File: config.mk
export PLATFORM = sky130hd
export DESIGN_NAME = sha256_round
export DESIGN_NICKNAME = d
export VERILOG_FILES = /design/src/design/sha256_pkg.sv /design/src/design/sha256_round.sv
export SDC_FILE = /design/constraint.sdc
export NUM_CORES = 1
export LEC_CHECK = 0
export ABC_CLOCK_PERIOD_IN_PS = 10500
export BUFFER_PORTS_ARGS = -buffer_cell sky130_fd_sc_hd__buf_2
export CORE_AREA = 2 2 275 277
export DETAILED_ROUTE_END_ITERATION = 8
export DIE_AREA = 0 0 277 279
export PLACE_DENSITY = 0.48
export SLEW_MARGIN = 15
export SYNTH_ARGS = -nofsm -noshare
export SYNTH_HDL_FRONTEND = slang
export SYNTH_SLANG_ARGS = --single-unit
File: constraint.sdc
create_clock -name vclk -period 10.5
set_clock_uncertainty 0.2 [all_clocks]
set_input_delay 1.575 -clock vclk [all_inputs]
set_output_delay 1.575 -clock vclk [all_outputs]
set_load 0.1 [all_outputs]
File: src/design/sha256_pkg.sv
`timescale 1ns / 1ps
// ----------------------------------------------------------------------------
// SHA-256 package
// Shared types, constants and the round constant table of the message hasher.
// ----------------------------------------------------------------------------
package sha256_pkg;

   // Message bytes taken from one input word at most.
   localparam int BYTES_PER_ITEM = 8;

   // Block geometry and padding layout.
   localparam int BLOCK_BYTES = 64;
   localparam int LEN_OFFSET  = 56;
   localparam int ROUNDS      = 64;
   localparam logic [7:0] PAD_MARK = 8'h80;

   // Eight 32-bit hash words; element 0 is word a (hash word 0).
   typedef logic [7:0][31:0] hash_state_type;

   // Initial hash value.
   localparam hash_state_type HASH_IV = {
      32'h5be0cd19, 32'h1f83d9ab, 32'h9b05688c, 32'h510e527f,
      32'ha54ff53a, 32'h3c6ef372, 32'hbb67ae85, 32'h6a09e667
   };

   // Round constants, indexed by round number.
   localparam logic [31:0] ROUND_K [ROUNDS] = '{
      32'h428a2f98, 32'h71374491, 32'hb5c0fbcf, 32'he9b5dba5,
      32'h3956c25b, 32'h59f111f1, 32'h923f82a4, 32'hab1c5ed5,
      32'hd807aa98, 32'h12835b01, 32'h243185be, 32'h550c7dc3,
      32'h72be5d74, 32'h80deb1fe, 32'h9bdc06a7, 32'hc19bf174,
      32'he49b69c1, 32'hefbe4786, 32'h0fc19dc6, 32'h240ca1cc,
      32'h2de92c6f, 32'h4a7484aa, 32'h5cb0a9dc, 32'h76f988da,
      32'h983e5152, 32'ha831c66d, 32'hb00327c8, 32'hbf597fc7,
      32'hc6e00bf3, 32'hd5a79147, 32'h06ca6351, 32'h14292967,
      32'h27b70a85, 32'h2e1b2138, 32'h4d2c6dfc, 32'h53380d13,
      32'h650a7354, 32'h766a0abb, 32'h81c2c92e, 32'h92722c85,
      32'ha2bfe8a1, 32'ha81a664b, 32'hc24b8b70, 32'hc76c51a3,
      32'hd192e819, 32'hd6990624, 32'hf40e3585, 32'h106aa070,
      32'h19a4c116, 32'h1e376c08, 32'h2748774c, 32'h34b0bcb5,
      32'h391c0cb3, 32'h4ed8aa4a, 32'h5b9cca4f, 32'h682e6ff3,
      32'h748f82ee, 32'h78a5636f, 32'h84c87814, 32'h8cc70208,
      32'h90befffa, 32'ha4506ceb, 32'hbef9a3f7, 32'hc67178f2
   };

   // Input word.
   typedef struct packed {
      logic [63:0] data_word;
      logic [3:0]  valid_bytes;
      logic        last;
   } req_type;

   // Result word.
   typedef struct packed {
      logic [63:0] digest_0;
      logic [63:0] digest_1;
      logic [63:0] digest_2;
      logic [63:0] digest_3;
   } rsp_type;

   // Sequencer states.
   typedef enum logic [2:0] {
      ST_IDLE,
      ST_ABSORB,
      ST_MARK,
      ST_ZERO,
      ST_ROUNDS,
      ST_FOLD,
      ST_DIGEST
   } state_type;

endpackage

File: src/design/sha256_round.sv
`timescale 1ns / 1ps
// ----------------------------------------------------------------------------
// SHA-256 round unit
// One compression round and one message schedule step, shared by all rounds.
// ----------------------------------------------------------------------------
module sha256_round (
   input  sha256_pkg::hash_state_type wv_in,
   input  logic [31:0]                w_t,
   input  logic [31:0]                w_t1,
   input  logic [31:0]                w_t9,
   input  logic [31:0]                w_t14,
   input  logic [31:0]                k_t,
   output sha256_pkg::hash_state_type wv_out,
   output logic [31:0]                w_next
);
   import sha256_pkg::*;

   logic [31:0] big_s0;
   logic [31:0] big_s1;
   logic [31:0] choose;
   logic [31:0] major;
   logic [31:0] t1;
   logic [31:0] t2;
   logic [31:0] small_s0;
   logic [31:0] small_s1;

   // Round functions on the working variables.
   assign big_s1 = {wv_in[4][5:0], wv_in[4][31:6]} ^ {wv_in[4][10:0], wv_in[4][31:11]} ^
                   {wv_in[4][24:0], wv_in[4][31:25]};
   assign big_s0 = {wv_in[0][1:0], wv_in[0][31:2]} ^ {wv_in[0][12:0], wv_in[0][31:13]} ^
                   {wv_in[0][21:0], wv_in[0][31:22]};
   assign choose = (wv_in[4] & wv_in[5]) ^ (~wv_in[4] & wv_in[6]);
   assign major  = (wv_in[0] & wv_in[1]) ^ (wv_in[0] & wv_in[2]) ^ (wv_in[1] & wv_in[2]);
   assign t1     = wv_in[7] + big_s1 + choose + k_t + w_t;
   assign t2     = big_s0 + major;

   // Rotate the working variables.
   assign wv_out[0] = t1 + t2;
   assign wv_out[1] = wv_in[0];
   assign wv_out[2] = wv_in[1];
   assign wv_out[3] = wv_in[2];
   assign wv_out[4] = wv_in[3] + t1;
   assign wv_out[5] = wv_in[4];
   assign wv_out[6] = wv_in[5];
   assign wv_out[7] = wv_in[6];

   // Schedule word sixteen places ahead of the current one.
   assign small_s0 = {w_t1[6:0], w_t1[31:7]} ^ {w_t1[17:0], w_t1[31:18]} ^ (w_t1 >> 3);
   assign small_s1 = {w_t14[16:0], w_t14[31:17]} ^ {w_t14[18:0], w_t14[31:19]} ^
                     (w_t14 >> 10);
   assign w_next   = small_s1 + w_t9 + small_s0 + w_t;

endmodule

==> metrics <==
WL per Instance 24.0 um; DRT Pass-1 Iters 5; most common cell after layout, fill and taps aside buf_2; slowest stage delay, CP 0.54 ns; status finished, final reports clean; gr ovfl total 0; CP arrival 8.39 ns; Crit Path Max Fanout 5; largest net degree at the start of global routing 9; Setup-failing EPs final 0; CP startpoint kind input pin; port bufs 704; die footprint 77300 um^2; Syn Std Cell Area 15100 um^2; vias in the first global route 15000; worst path required time 8.73 ns; initial antenna violation count 20; CORE AREA 74100 um^2; antenna-violating nets left 0; Final Hold Viols 0; first-pass GRT wire length 111 mm; number of top-level pins 704; layout sequential cell count 0; final core area utilization 25.8%; slew at the pin with the worst max-slew slack 0.844 ns; syn_nets 2572; Synth Area per Inst 8.20 um^2; Placer Congestion 0.967; final wirelength 80.9 mm; placed cell area 19000 um^2; share of cells above drive strength 1 33.6%; initial DRC count 523; final slew viol count 0; Die Wd 277 um; area grow syn2layout 26.5%; final cell count without fillers 3367; post-synthesis xor/xnor area fraction 21.5%; site row count 100; FMAX 98.4 MHz; Total GRT Usage 20.3%; sequential fraction of the synthesis area 0%; cell count of the worst hold path 2; post-DP HPWL 76.3 mm; Setup crit end kind output port; Final Cell Area 19100 um^2; Placed Cells 3363; post-synthesis mux area share 2.27%; max-cap viol count 0; Mapped Cells 1845; Crit Path Class in2out; yosys warns 0; critical path's most frequent cell inv_1; largest family of logic cells by synthesized area adder cells; post-synthesis compound-gate area fraction 13.9%; Synth Area in Simple Gates 6.98%; Die Y 279 um; residual DRC count 0; vias 14200; count of cell types in the netlist 64; adder-cell share of the synthesized area 36.4%; CP max stage cell fa_1; DR vias/cell 4.21; area occupied by registers 0 um^2; starting density of the core 20.4%; worst rel slew slack 43.4%; highest-count cells in the layout ignoring fill and taps 687 x buf_2, 357 x inv_1, 262 x xnor2_1, 186 x fa_1, 123 x ha_1; type of the most critical hold path in2out; nets 3124; Final Cycle Share 96.8%; Final min period 10.16 ns; clock buffers 0
worst max-delay path, delay by kind of cell:
family | cells | cell delay [ns]
compound gates | 9 | 2.00
buf+inv | 11 | 0.99
fa+ha+maj | 6 | 2.71
xor+xnor | 1 | 0.18
simple gates | 5 | 0.92
stage by stage:
stage	worst slack, ns	hold slack, ns	setup TNS [ns]
final	0.335	3.33	0
after global routing	-0.0173	3.34	-0.0173
after CTS	0.0303	3.33	0
after detailed placement	0.0471	3.33	0
after global placement	0.116	3.33	0
after floorplan	0.0941	3.16	0
metal layers:
metal  track usage, %  vias up  part of all wire, %
met2             40.5      524                   54
li1                 -     6815                    -
met1             22.8     6750                   39
met4             3.48       24                  2.1
met3             2.74       75                  4.4
met5                0        -                 0.17
kinds of logic (layout without fill, tap and decap cells):
logic type	after synthesis	count (layout)
other	0	3
AO/OA/AOI/OAI	325	325
AND/OR/NAND/NOR	213	213
multiplexers	33	33
buffers and inverters	570	1120
adder cells (fa/ha/maj)	332	332
XOR/XNOR	372	372
worst paths after layout:
path | endpoint | slack, ns | from
max | wv_out[30] | 0.34 | w_t[3]
min | wv_out[196] | 3.33 | wv_in[164]
Yosys cell counts (14+ instances only):
library cell  instances  area (um^2)
mux2i_1              22          220
a21o_1               60          450
o21a_1               17          128
nor3_1               16         80.1
ha_1                124         1550
nor2_1               57          214
fa_1                187         3740
maj3_1               21          210
xor2_1              108          946
nand2b_1             14         87.6
buf_4               192         1440
nand3_1              23          115
clkbuf_1             20         75.1
o21ai_0              44          220
inv_1               357         1340
nand2_1              47          176
xnor2_1             264         2310
a21oi_1             111          556
repair_timing:
action | in CTS | in global routing
hold buffers | 0 | 0
setup buffers | 0 | 1
resized for setup | 0 | 17
endpoints found under the setup margin | 0 | 14
layout make-up:
type                       instances  area [um^2]
antenna                            3         7.51
fill                            8239        54900
inverter                         357         1340
multi-input combinational       1275        12400
tap                              969         1210
timing repair buffer             763         4220
Power is left out: the tool's default activity adds up to more than one toggle a clock period on the data nets, which glitch-free logic cannot reach.
